File: config.mk
export PLATFORM = sky130hd
export DESIGN_NAME = utf8_token_estimator_core_flat
export DESIGN_NICKNAME = d
export VERILOG_FILES = /design/src/ute_pkg.sv /design/src/ute_if.sv /design/src/ute_step.sv /design/src/utf8_token_estimator_core.sv /design/src/flat_wrapper.sv
export VERILOG_INCLUDE_DIRS = /design/src /design/src/src
export SDC_FILE = /design/constraint.sdc
export NUM_CORES = 1
export LEC_CHECK = 0
export ABC_AREA = 0
export BUFFER_PORTS_ARGS = -buffer_cell sky130_fd_sc_hd__buf_2
export CORE_MARGIN = 2
export CORE_UTILIZATION = 45
export DETAILED_ROUTE_END_ITERATION = 6
export PLACE_DENSITY_LB_ADDON = 0.2
export SLEW_MARGIN = 10
export SYNTH_ARGS = -nofsm -noshare
export SYNTH_HDL_FRONTEND = slang
export SYNTH_SLANG_ARGS = --single-unit
export TNS_END_PERCENT = 100
File: constraint.sdc
create_clock -name clk_i -period 9 [get_ports clk_i]
set_input_delay 2.25 -clock clk_i [delete_from_list [all_inputs] [get_ports clk_i]]
set_output_delay 2.25 -clock clk_i [all_outputs]
set_load 0.005 [all_outputs]
File: src/assert_macros.svh
// Assertion macros shared by the RTL files of the token estimator.
// No dependencies; included by files that carry concurrent assertions.
`ifndef ASSERT_MACROS_SVH
`define ASSERT_MACROS_SVH

`ifndef SYNTHESIS
// Property must hold at every clock edge outside reset.
`define ASSERT_PROP(lbl, clk, rst_n, prop) \
  lbl: assert property (@(posedge clk) disable iff (!(rst_n)) (prop)) \
    else $error("assertion failure");
// Condition must never be true outside reset.
`define ASSERT_NEVER(lbl, clk, rst_n, cond) \
  `ASSERT_PROP(lbl, clk, rst_n, !(cond))
`else
`define ASSERT_PROP(lbl, clk, rst_n, prop)
`define ASSERT_NEVER(lbl, clk, rst_n, cond)
`endif

`endif

File: src/ute_pkg.sv
// Types, constants and byte classification for the UTF-8 token estimator.
// No dependencies; used by the interfaces, ute_step and the top level.
`default_nettype none

package ute_pkg;

  localparam int unsigned CountWidth = 31;

  typedef logic [CountWidth-1:0] count_t;
  typedef logic [7:0]            byte_t;

  localparam byte_t ContMask  = 8'hC0;
  localparam byte_t ContCode  = 8'h80;
  localparam byte_t Lead2Mask = 8'hE0;
  localparam byte_t Lead2Code = 8'hC0;
  localparam byte_t Lead3Mask = 8'hF0;
  localparam byte_t Lead3Code = 8'hE0;
  localparam byte_t Lead4Mask = 8'hF8;
  localparam byte_t Lead4Code = 8'hF0;

  localparam logic [1:0] AsciiGroupLast = 2'd2;  // phase wraps after this (run of 3)

  typedef enum logic [2:0] {
    BC_ASCII,
    BC_CONT,
    BC_LEAD2,
    BC_LEAD3,
    BC_LEAD4,
    BC_LONE
  } byte_class_e;

  // Decoder state carried between bytes of one text.
  typedef struct packed {
    logic [1:0] phase;   // position in ASCII run, mod 3
    logic [2:0] width;   // open sequence width, 0 = none
    logic [2:0] taken;   // bytes of open sequence taken
  } ute_state_t;

  function automatic byte_class_e classify(byte_t b);
    byte_class_e c;
    if (b[7] == 1'b0)                       c = BC_ASCII;
    else if ((b & ContMask) == ContCode)    c = BC_CONT;
    else if ((b & Lead2Mask) == Lead2Code)  c = BC_LEAD2;
    else if ((b & Lead3Mask) == Lead3Code)  c = BC_LEAD3;
    else if ((b & Lead4Mask) == Lead4Code)  c = BC_LEAD4;
    else                                    c = BC_LONE;
    return c;
  endfunction

endpackage

`default_nettype wire

File: src/ute_if.sv
// Valid/ready channel interfaces of the token estimator.
// Depends on ute_pkg for the count type.
`default_nettype none

interface ute_in_if;
  logic                 valid;
  logic                 ready;
  ute_pkg::byte_t       data_byte;
  logic                 byte_present;
  logic                 end_of_text;

  modport source (output valid, data_byte, byte_present, end_of_text, input ready);
  modport sink   (input valid, data_byte, byte_present, end_of_text, output ready);
endinterface

interface ute_out_if;
  logic                 valid;
  logic                 ready;
  ute_pkg::count_t      token_count;

  modport source (output valid, token_count, input ready);
  modport sink   (input valid, token_count, output ready);
endinterface

`default_nettype wire

File: src/ute_step.sv
// One-byte decoder step: next decoder state, tokens to add, result flag.
// Depends on ute_pkg.
`default_nettype none

module ute_step (
  input  ute_pkg::ute_state_t state_i,
  input  ute_pkg::byte_t      data_byte_i,
  input  logic                byte_present_i,
  input  logic                end_of_text_i,
  output ute_pkg::ute_state_t state_o,
  output logic [2:0]          add_o,    // at most 4 tokens per byte
  output logic                emit_o
);
  import ute_pkg::*;

  byte_class_e cls;
  ute_state_t  st;
  logic [2:0]  add;
  logic [2:0]  taken_inc;
  logic        fresh;

  assign cls       = classify(data_byte_i);
  assign taken_inc = state_i.taken + 3'd1;

  always_comb begin
    st    = state_i;
    add   = 3'd0;
    fresh = 1'b0;

    if (byte_present_i) begin
      if (st.width != 3'd0 && cls == BC_CONT) begin
        if (taken_inc >= st.width) begin
          add      = (st.width == 3'd4) ? 3'd2 : 3'd1;
          st.width = 3'd0;
          st.taken = 3'd0;
        end else begin
          st.taken = taken_inc;
        end
      end else begin
        // broken sequence: charge the bytes taken, then decode afresh
        if (st.width != 3'd0) begin
          add      = st.taken;
          st.width = 3'd0;
          st.taken = 3'd0;
        end
        fresh = 1'b1;
      end
    end

    if (fresh) begin
      unique case (cls)
        BC_ASCII: begin
          if (st.phase == 2'd0) add = add + 3'd1;
          st.phase = (st.phase >= AsciiGroupLast) ? 2'd0 : st.phase + 2'd1;
        end
        BC_LEAD2: begin
          st.phase = 2'd0; st.width = 3'd2; st.taken = 3'd1;
        end
        BC_LEAD3: begin
          st.phase = 2'd0; st.width = 3'd3; st.taken = 3'd1;
        end
        BC_LEAD4: begin
          st.phase = 2'd0; st.width = 3'd4; st.taken = 3'd1;
        end
        default: begin  // lone continuation or invalid lead
          st.phase = 2'd0;
          add      = add + 3'd1;
        end
      endcase
    end

    if (end_of_text_i) begin
      if (st.width != 3'd0) add = add + st.taken;  // cut-off sequence
      st = '0;
    end
  end

  assign state_o = st;
  assign add_o   = add;
  assign emit_o  = end_of_text_i;

endmodule

`default_nettype wire

File: src/utf8_token_estimator_core.sv
// UTF-8 token estimator, top level: input register, decoder step, result register.
// Depends on ute_pkg, ute_if (ute_in_if, ute_out_if), ute_step and assert_macros.svh.
//
// Usage:
//   in_i  : one transfer per text byte (data_byte, byte_present) with end_of_text
//           set on the last item. A bare item (byte_present = 0) may carry the end.
//   out_o : one transfer per finished text, carrying the saturated token_count.
//   Order: an item taken into the input register is decoded when that register
//   advances (see Stall); its result, if any, then sits in the output register.
//   Throughput: one item per cycle unless an end-of-text item holds; the decoder
//   state update is one step (classify, small add, saturating add on the total).
//   Stall: non-final items keep flowing while a result waits on out_o. Only an
//   end-of-text item that would overwrite an untaken result holds in the input
//   register, and in_i.ready drops until out_o.ready frees the slot.
//   Reset: rst_ni clears both valid flags, the decoder state and the total; the
//   first item after reset starts a new text. Each result also clears the state.
`default_nettype none
`include "assert_macros.svh"

module utf8_token_estimator_core (
  input  logic      clk_i,
  input  logic      rst_ni,
  ute_in_if.sink    in_i,
  ute_out_if.source out_o
);
  import ute_pkg::*;

  // input register
  logic       s1_valid_q;
  byte_t      s1_byte_q;
  logic       s1_present_q;
  logic       s1_end_q;
  logic       s1_adv;
  logic       in_xfer;

  // decoder state
  ute_state_t state_q, state_d;
  count_t     total_q, total_d;
  count_t     total_sat;
  logic [CountWidth:0] total_sum;
  logic [2:0] add;
  logic       emit;

  // result register
  logic       out_valid_q;
  count_t     out_count_q;

  // The stage advances unless it holds a result and the output slot is still occupied.
  assign s1_adv  = s1_valid_q && !(s1_end_q && out_valid_q && !out_o.ready);
  assign in_i.ready = !s1_valid_q || s1_adv;
  assign in_xfer = in_i.valid && in_i.ready;

  always_ff @(posedge clk_i or negedge rst_ni) begin
    if (!rst_ni) begin
      s1_valid_q <= 1'b0;
    end else if (in_xfer) begin
      s1_valid_q <= 1'b1;
    end else if (s1_adv) begin
      s1_valid_q <= 1'b0;
    end
  end

  always_ff @(posedge clk_i) begin
    if (in_xfer) begin
      s1_byte_q    <= in_i.data_byte;
      s1_present_q <= in_i.byte_present;
      s1_end_q     <= in_i.end_of_text;
    end
  end

  ute_step u_step (
    .state_i        (state_q),
    .data_byte_i    (s1_byte_q),
    .byte_present_i (s1_present_q),
    .end_of_text_i  (s1_end_q),
    .state_o        (state_d),
    .add_o          (add),
    .emit_o         (emit)
  );

  // Saturating add: all tokens of one byte are summed first, then clamped once.
  assign total_sum = {1'b0, total_q} + {{(CountWidth-2){1'b0}}, add};
  assign total_sat = total_sum[CountWidth] ? '1 : total_sum[CountWidth-1:0];
  assign total_d   = emit ? '0 : total_sat;

  always_ff @(posedge clk_i or negedge rst_ni) begin
    if (!rst_ni) begin
      state_q <= '0;
      total_q <= '0;
    end else if (s1_adv) begin
      state_q <= state_d;
      total_q <= total_d;
    end
  end

  // Output register; a new result may replace one taken in the same cycle.
  always_ff @(posedge clk_i or negedge rst_ni) begin
    if (!rst_ni) begin
      out_valid_q <= 1'b0;
    end else if (s1_adv && emit) begin
      out_valid_q <= 1'b1;
    end else if (out_o.ready) begin
      out_valid_q <= 1'b0;
    end
  end

  always_ff @(posedge clk_i) begin
    if (s1_adv && emit) begin
      out_count_q <= total_sat;
    end
  end

  assign out_o.valid       = out_valid_q;
  assign out_o.token_count = out_count_q;

  // An open sequence has taken at least its lead and fewer bytes than its width.
  `ASSERT_PROP(a_taken_range, clk_i, rst_ni,
               (state_q.width != 3'd0) |-> (state_q.taken != 3'd0 && state_q.taken < state_q.width))
  `ASSERT_PROP(a_taken_idle, clk_i, rst_ni, (state_q.width == 3'd0) |-> (state_q.taken == 3'd0))
  `ASSERT_NEVER(a_phase_range, clk_i, rst_ni, state_q.phase > AsciiGroupLast)
  `ASSERT_PROP(a_seq_ends_run, clk_i, rst_ni, (state_q.width != 3'd0) |-> (state_q.phase == 2'd0))
  `ASSERT_PROP(a_clear_after_end, clk_i, rst_ni,
               (s1_adv && s1_end_q) |=> (total_q == '0 && state_q == '0 && out_valid_q))

endmodule

`default_nettype wire

File: src/flat_wrapper.sv
// flat-port wrapper written by rule: the top's interface ports become plain ports
module utf8_token_estimator_core_flat import ute_pkg::*;
  (clk_i, rst_ni, in_i_valid, in_i_data_byte, in_i_byte_present, in_i_end_of_text, in_i_ready, out_o_valid, out_o_token_count, out_o_ready);
  ute_in_if in_i_i ();
  ute_out_if out_o_i ();
  input  logic clk_i;
  input  logic rst_ni;
  input wire logic [$bits(in_i_i.valid)-1:0] in_i_valid;
  input wire logic [$bits(in_i_i.data_byte)-1:0] in_i_data_byte;
  input wire logic [$bits(in_i_i.byte_present)-1:0] in_i_byte_present;
  input wire logic [$bits(in_i_i.end_of_text)-1:0] in_i_end_of_text;
  output wire logic [$bits(in_i_i.ready)-1:0] in_i_ready;
  output wire logic [$bits(out_o_i.valid)-1:0] out_o_valid;
  output wire logic [$bits(out_o_i.token_count)-1:0] out_o_token_count;
  input wire logic [$bits(out_o_i.ready)-1:0] out_o_ready;
  assign in_i_i.valid = in_i_valid;
  assign in_i_i.data_byte = in_i_data_byte;
  assign in_i_i.byte_present = in_i_byte_present;
  assign in_i_i.end_of_text = in_i_end_of_text;
  assign in_i_ready = in_i_i.ready;
  assign out_o_valid = out_o_i.valid;
  assign out_o_token_count = out_o_i.token_count;
  assign out_o_i.ready = out_o_ready;
  utf8_token_estimator_core u_core (.clk_i(clk_i), .rst_ni(rst_ni), .in_i(in_i_i), .out_o(out_o_i));
endmodule
==> Yosys cells after proc, flatten, opt, wreduce, memory -nomap -nowiden <==
Cells that the tools add are included.
{ "op_classes": {"n_lt_le_gt_ge": 2, "n_eq_ne": 9, "add_sub_neg": 5, "mux": 33, "n_reduce_logical": 19} }
{ "op_table": {"columns": ["op", "n"], "rows": [
  ["31-bit two-way mux", 2],
  ["3-bit two-way mux", 13],
  ["31-bit by 3-bit adder with 32-bit output", 1],
  ["6-bit two-way mux", 3],
  ["6-bit one-hot mux with 3 select lines", 1],
  ["8-bit two-way mux", 2],
  ["3-bit equality test (second input constant)", 3],
  ["2-bit two-way mux", 4],
  ["1-bit two-way mux", 7],
  ["3-bit by 1-bit adder with 3-bit output (second input constant)", 2],
  ["3-bit by 2-bit equality test with 1-bit output (second input constant)", 2],
  ["1-bit logical AND", 6],
  ["3-bit one-hot mux with 2 select lines", 1],
  ["2-bit nonzero test", 3],
  ["3-bit nonzero test", 2],
  ["5-bit equality test (second input constant)", 1],
  ["4-bit equality test (second input constant)", 1],
  ["3-bit adder", 1],
  ["3-bit by 1-bit equality test with 1-bit output (second input constant)", 1],
  ["3-bit >= comparator", 1],
  ["1-bit zero test", 3],
  ["3-bit zero test", 1],
  ["3-bit OR reduction", 1],
  ["2-bit by 1-bit adder with 2-bit output (second input constant)", 1],
  ["5 further kinds", 5]
]} }
{ "totals": {"elab_cells": 78, "reg_bits": 82, "out_inout_bits": 33, "inputBits": 14} }

==> Longest topological paths before layout <==
{ "logic_depth": {"word_depth": 20, "depth_mapped": 23, "ltp_nobuf": 21} }

==> Modules after synthesis <==
A second synthesis with hierarchy kept.
{ "unflattened": {"cells_unflattened": 474, "area_unflattened_um2": 4652.0} }
{ "modules_own_cells": {"columns": ["module", "area_per_inst_um2", "n_inst", "cells_each"], "rows": [
  ["utf8_token_estimator_core", 4030.1, 1, 380],
  ["ute_step", 621.8, 1, 94]
]} }

==> Worst setup path before layout <==
Ideal clock, no wire load.
{ "synth_path": {"kind": "flip-flop to flip-flop", "startpoint": "register u_core.state_q[0] (netlist bit)", "endpoint": "register u_core.out_count_q[5] (netlist: u_core.out_o.token_count[5]) (data pin)", "arrival_time_ns": 4.434, "synth_period_minus_slack_ns": 4.706, "stages_incl_launch_ff": 22, "slack_ns": 4.294, "setup_time_ns": 0.271, "t_required_ns": 8.729, "n_path_buf": 3, "path_cell_list": "dfrtp_1 > ha_1 > xor2_1 > ha_1 > a21oi_1 > o211ai_1 > o21ai_0 > inv_1 > ha_1 > mux2_2 > fa_1 > nor4b_1 > mux2i_1 > nand2_1 > ha_1 > o21ai_1 > nor3_4 > nand4_1 > buf_2 > buf_2 > buf_2 > o21ai_0"} }
{ "synth_via": {"elab_chain_len": 14, "word_cells_on_any_way": 23} }
{ "synth_rtl": {"columns": ["element", "line", "text"], "rows": [
  ["from (decl)", "utf8_token_estimator_core.sv:37", "ute_state_t state_q, state_d;"],
  ["from (signal assigned)", "utf8_token_estimator_core.sv:91", "state_q <= state_d;"],
  ["3-bit by 1-bit adder with 3-bit output", "ute_step.sv:23", "assign taken_inc = state_i.taken + 3'd1;"],
  ["3-bit >= comparator", "ute_step.sv:32", "if (taken_inc >= st.width) begin"],
  ["2-bit two-way mux", "ute_step.sv:32", null],
  ["3-bit two-way mux", "ute_step.sv:31", "if (st.width != 3'd0 && cls == BC_CONT) begin"],
  ["3-bit two-way mux", "ute_step.sv:30", "if (byte_present_i) begin"],
  ["3-bit by 1-bit adder with 3-bit output", "ute_step.sv:53, ute_step.sv:67", null],
  ["3-bit two-way mux", "ute_step.sv:53", "if (st.phase == 2'd0) add = add + 3'd1;"],
  ["3-bit one-hot mux with 2 select lines", "ute_step.sv:51", "unique case (cls)"],
  ["3-bit two-way mux", "ute_step.sv:50", "if (fresh) begin"],
  ["3-bit adder", "ute_step.sv:73", "if (st.width != 3'd0) add = add + st.taken;"],
  ["3-bit two-way mux", "ute_step.sv:73", null],
  ["3-bit two-way mux *", "ute_step.sv:72", "if (end_of_text_i) begin"],
  ["31-bit by 3-bit adder with 32-bit output *", "utf8_token_estimator_core.sv:82", "assign total_sum = {1'b0, total_q} + {{(CountWidth-2){1'b0}}, add};"],
  ["31-bit two-way mux *", "utf8_token_estimator_core.sv:83", "assign total_sat = total_sum[CountWidth] ? '1 : total_sum[CountWidth-1:0];"],
  ["named net u_core.total_sat[5]", "utf8_token_estimator_core.sv:39", "count_t total_sat;"],
  ["to (signal assigned)", "utf8_token_estimator_core.sv:109", "out_count_q <= total_sat;"],
  ["to (decl)", "utf8_token_estimator_core.sv:46", "count_t out_count_q;"]
]} }
The timed path passes the listed nets; every way through them passes the cells marked *. The select of a mux whose other input is x is not followed.
A chain may end at the register's enable or synchronous reset.

==> Worst setup path in the final report <==
{ "layout_path": {"startpoint": "register u_core.state_q[0] (netlist bit)", "endpoint": "register u_core.total_q[9]"} }
{ "layout_via": {"elab_chain_len": 15, "word_cells_on_any_way": 24} }
{ "layout_rtl": {"columns": ["element", "line", "text"], "rows": [
  ["3-bit by 1-bit adder with 3-bit output", "ute_step.sv:23", null],
  ["3-bit >= comparator", "ute_step.sv:32", null],
  ["2-bit two-way mux", "ute_step.sv:32", null],
  ["3-bit two-way mux", "ute_step.sv:31", null],
  ["3-bit two-way mux", "ute_step.sv:30", null],
  ["3-bit by 1-bit adder with 3-bit output", "ute_step.sv:53, ute_step.sv:67", null],
  ["3-bit two-way mux", "ute_step.sv:53", null],
  ["3-bit one-hot mux with 2 select lines", "ute_step.sv:51", null],
  ["3-bit two-way mux", "ute_step.sv:50", null],
  ["3-bit adder", "ute_step.sv:73", null],
  ["3-bit two-way mux", "ute_step.sv:73", null],
  ["3-bit two-way mux *", "ute_step.sv:72", null],
  ["31-bit by 3-bit adder with 32-bit output *", "utf8_token_estimator_core.sv:82", null],
  ["31-bit two-way mux *", "utf8_token_estimator_core.sv:83", null],
  ["31-bit two-way mux *", "utf8_token_estimator_core.sv:84", "assign total_d = emit ? '0 : total_sat;"],
  ["to (signal assigned)", "utf8_token_estimator_core.sv:92", "total_q <= total_d;"],
  ["to (decl)", "utf8_token_estimator_core.sv:38", "count_t total_q, total_d;"]
]} }
Every way passes the cells marked *; elsewhere a longest branch is shown, timed or not. The select of a mux whose other input is x is not followed.

==> run_results.csv <==
group,metric,value,unit
clock_network,cts_buffers,9,
detailed_routing,drt-total-wl,9409,µm
die,core,9328,µm²
finish,num_antenna_cells,0,
worst_setup_path,crit_top_cell,"ha_1",
synthesis,netlist_area,4368,µm²
die,pin_count,47,
power_and_ir_drop,total_power,0.0007596,W
min_path,hold_path_end,"u_core.state_q[6]$_DFFE_PN0P_",
global_route,grt_overflow,0,
worst_setup_path,critPathSlowestCell,"nand4_1",
synthesis,synthTopCellsByArea,"edfxtp_1 26%, dfrtp_1 23%, nand2_1 4.6%, o21ai_0 3.8%, a21oi_1 3.6%",
job,cap_violations,0,
power_and_ir_drop,power_density,156.7,nW/µm²
detailed_routing,num_vias,3417,
finish,nets,490,
sta,period_share,0.6716,
worst_setup_path,r2r_cells,20,
sta,setup_violations,0,
worst_setup_path,worstPathArrival,6.32,ns
worst_setup_path,critPathBufInv,2,
min_path,min_from,"u_core.state_q[7]$_DFFE_PN0P_",
die,die_x,102.5,µm
sta,max_slew.worst_pin.slew,0.9806,ns
clock_network,clock_sinks,79,
synthesis,ys_types,62,
sta,slew_violations,0,
die,die_h,102.5,µm
synthesis,yosys_most_used_dff,"dfrtp_1",
synthesis,synth_seq_cells,79,
sta,fin_worst_skew,0.008760,ns
worst_setup_path,required,9.28,ns
sta,fin_crit,6.044,ns
global_route,grt_max_degree,42,
status,status,"complete, no violations",
detailed_routing,routedWlPerCell,15.71,µm
worst_setup_path,path_cells,"ha_1, xor2_1, ha_1, a21oi_1, o211ai_1, o21ai_0, inv_1, ha_1, mux2_2, fa_1, nor4b_1, mux2i_1, nand2_1, ha_1, o21ai_1, nor3_4, nand4_1, buf_4, a31o_2, a21oi_1",
die,die-area,10510,µm²
worst_setup_path,slowest_delay,0.76,ns
finish,area_delta_synth_final,10.97,%
clock_network,cts_buffer_depth,2,
sta,fmax,165.4,MHz
global_route,grt_pass1_vias,3201,
finish,drive_above_1_share,0.1745,
synthesis,syn_inst,433,
synthesis,syn_nets,458,
worst_setup_path,crit_cells,20,
global_route,antenna_found_initial,0,
finish,final_cell_mix,"53 x nand2_1, 43 x buf_2, 41 x dfrtp_1",
sta,rsz0062_at_grt,"no",
clock_network,holdBufCountCts,0,
clock_network,clk_latency,0.36,ns
min_path,whs_path_depth,1,
synthesis,synth_top_cell_area_share,0.2612,
clock_network,cts_tree,"yes",
clock_network,post_cts_buffers,0,
detailed_routing,drtIter0Drc,199,
finish,n_fill_cell,861,
global_route,grt_usage,0.1934,
power_and_ir_drop,p_leak,2.191,nW
worst_setup_path,start_kind,"register",
sta,tns,0,ns
placement,dp_hpwl,6179,µm
clock_network,root_buffer,"clkbuf_8",
worst_setup_path,crit_fanout,28,
power_and_ir_drop,peakVddDrop,96.51,µV
worst_setup_path,cp-end-kind,"register",
synthesis,syn_area_per_cell,10.09,µm²
detailed_routing,drc,0,
finish,final_common_cell,"nand2_1",
synthesis,synth_edf_count,38,
synthesis,synth_seq_area_share,0.4961,
worst_setup_path,cp_top_family,"simple AND/OR/NAND/NOR gates",
detailed_routing,dr.pass1.iters,4,
die,num_rows,35,
worst_setup_path,r2r-end,"u_core.total_q[9]$_DFFE_PN0P_",
min_path,hp-class,"register to register",
placement,gp_congestion,0.8907,
sta,max_slew_margin,0.3463,
placement,portBuffers,43,
synthesis,ys_warn_count,0,
synthesis,synth_top_area_cell,"edfxtp_1",
detailed_routing,ant_nets,0,
sta,finalHoldViolCount,0,
clock_network,clk_pin_slew_worst_paths,0.08,ns
global_route,grt_first_pass_wirelength,15650,µm
die,floorplan.initialDensity,0.4683,
clock_network,htreeDepth,3,
clock_network,cts_resized,0,
worst_setup_path,timing.rr.start,"u_core.state_q[0]$_DFFE_PN0P_",
synthesis,synth-async-reset-ratio,0.5190,
worst_setup_path,ff2ff_setup_slack,2.96,ns
worst_setup_path,crit_type,"register to register",
detailed_routing,viasPerCell,5.705,
## state kept, by name, summed over array words and instances (netlist names)
register and count:
u_core.s1_present_q 1, u_core.out_o.valid 1, u_core.total_q 31, u_core.out_o.token_count 31
u_core.s1_valid_q 1, u_core.state_q 8, u_core.s1_end_q 1, u_core.s1_byte_q 5
## power by group
part | internal [W] | total (W) | switching [W]
Combinational | 0.0000335 | 0.0000860 | 0.0000525
Sequential | 0.000400 | 0.000413 | 0.0000126
Clock | 0.000127 | 0.000261 | 0.000134
Total | 0.000561 | 0.000760 | 0.000199
## area by class of cell
type | count | area [µm²] | area share
sequential | 79 | 2167 | 0.4471
clock buffer | 10 | 127.6 | 0.02633
timing repair buffer | 48 | 252.7 | 0.05214
multi-input combinational | 315 | 2033 | 0.4195
tap | 129 | 161.4 | 0.03330
inverter | 12 | 45.04 | 0.009293
clock inverter | 6 | 60.06 | 0.01239
## per-layer routing
layer | GRT usage | routed length, µm
met1 | 0.2707 | 4465
met2 | 0.3017 | 4308
met3 | 0.02712 | 457
met4 | 0.08513 | 178
met5 | 0 | 0
## cells in the mapped netlist, drive strengths merged (6+ instances only)
| cell | n |
|---|---|
| nand2 | 53 |
| dfrtp | 41 |
| edfxtp | 38 |
| o21ai | 35 |
| a21oi | 31 |
| nor2 | 22 |
| nand3 | 17 |
| clkbuf | 14 |
| buf | 13 |
| inv | 12 |
| and3 | 11 |
| ha | 9 |
| xnor2 | 9 |
| a22o | 8 |
| a31oi | 8 |
| and2 | 8 |
| nand2b | 8 |
| xor2 | 8 |
| nor3 | 7 |
| o22a | 6 |
## through the flow
stage / instances / utilization / area [µm²] / hold WS (ns) / setup slack [ns]
after floorplan: 433 / - / 4368 / 0.4655 / 4.294
after global placement: 583 / 0.4995 / 4659 / 0.4783 / 3.084
after detailed placement: 583 / 0.4995 / 4659 / 0.5011 / 3.004
after CTS: 599 / 0.5197 / 4847 / 0.5040 / 2.952
after global routing: 599 / 0.5197 / 4847 / 0.5152 / 2.320
final: 599 / 0.5197 / 4847 / 0.5097 / 2.956
## cell families after synthesis
kind of cell             count (synthesis)  share of synthesized area
AND/OR/NAND/NOR                        149                     0.1819
AO/OA/AOI/OAI                          130                     0.1951
flip-flops                              79                     0.4961
buffers and inverters                   39                    0.03838
XOR/XNOR                                17                    0.03409
adder cells (fa/ha/maj)                 11                    0.03495
multiplexers                             8                    0.01948
## how the worst max path moves through the flow
stage | slack, ns | start | to
global placement | 3.08 | u_core.state_q[0]$_DFFE_PN0P_ | u_core.total_q[11]$_DFFE_PN0P_
global route | 2.32 | u_core.state_q[0]$_DFFE_PN0P_ | u_core.total_q[13]$_DFFE_PN0P_
floorplan | 4.29 | u_core.state_q[0]$_DFFE_PN0P_ | u_core.out_o.token_count[5]$_DFFE_PP_
detailed placement | 3.00 | u_core.state_q[0]$_DFFE_PN0P_ | u_core.total_q[9]$_DFFE_PN0P_
CTS | 2.95 | u_core.state_q[0]$_DFFE_PN0P_ | u_core.total_q[9]$_DFFE_PN0P_
finish | 2.96 | u_core.state_q[0]$_DFFE_PN0P_ | u_core.total_q[9]$_DFFE_PN0P_
(Power assumes the default switching activity.)
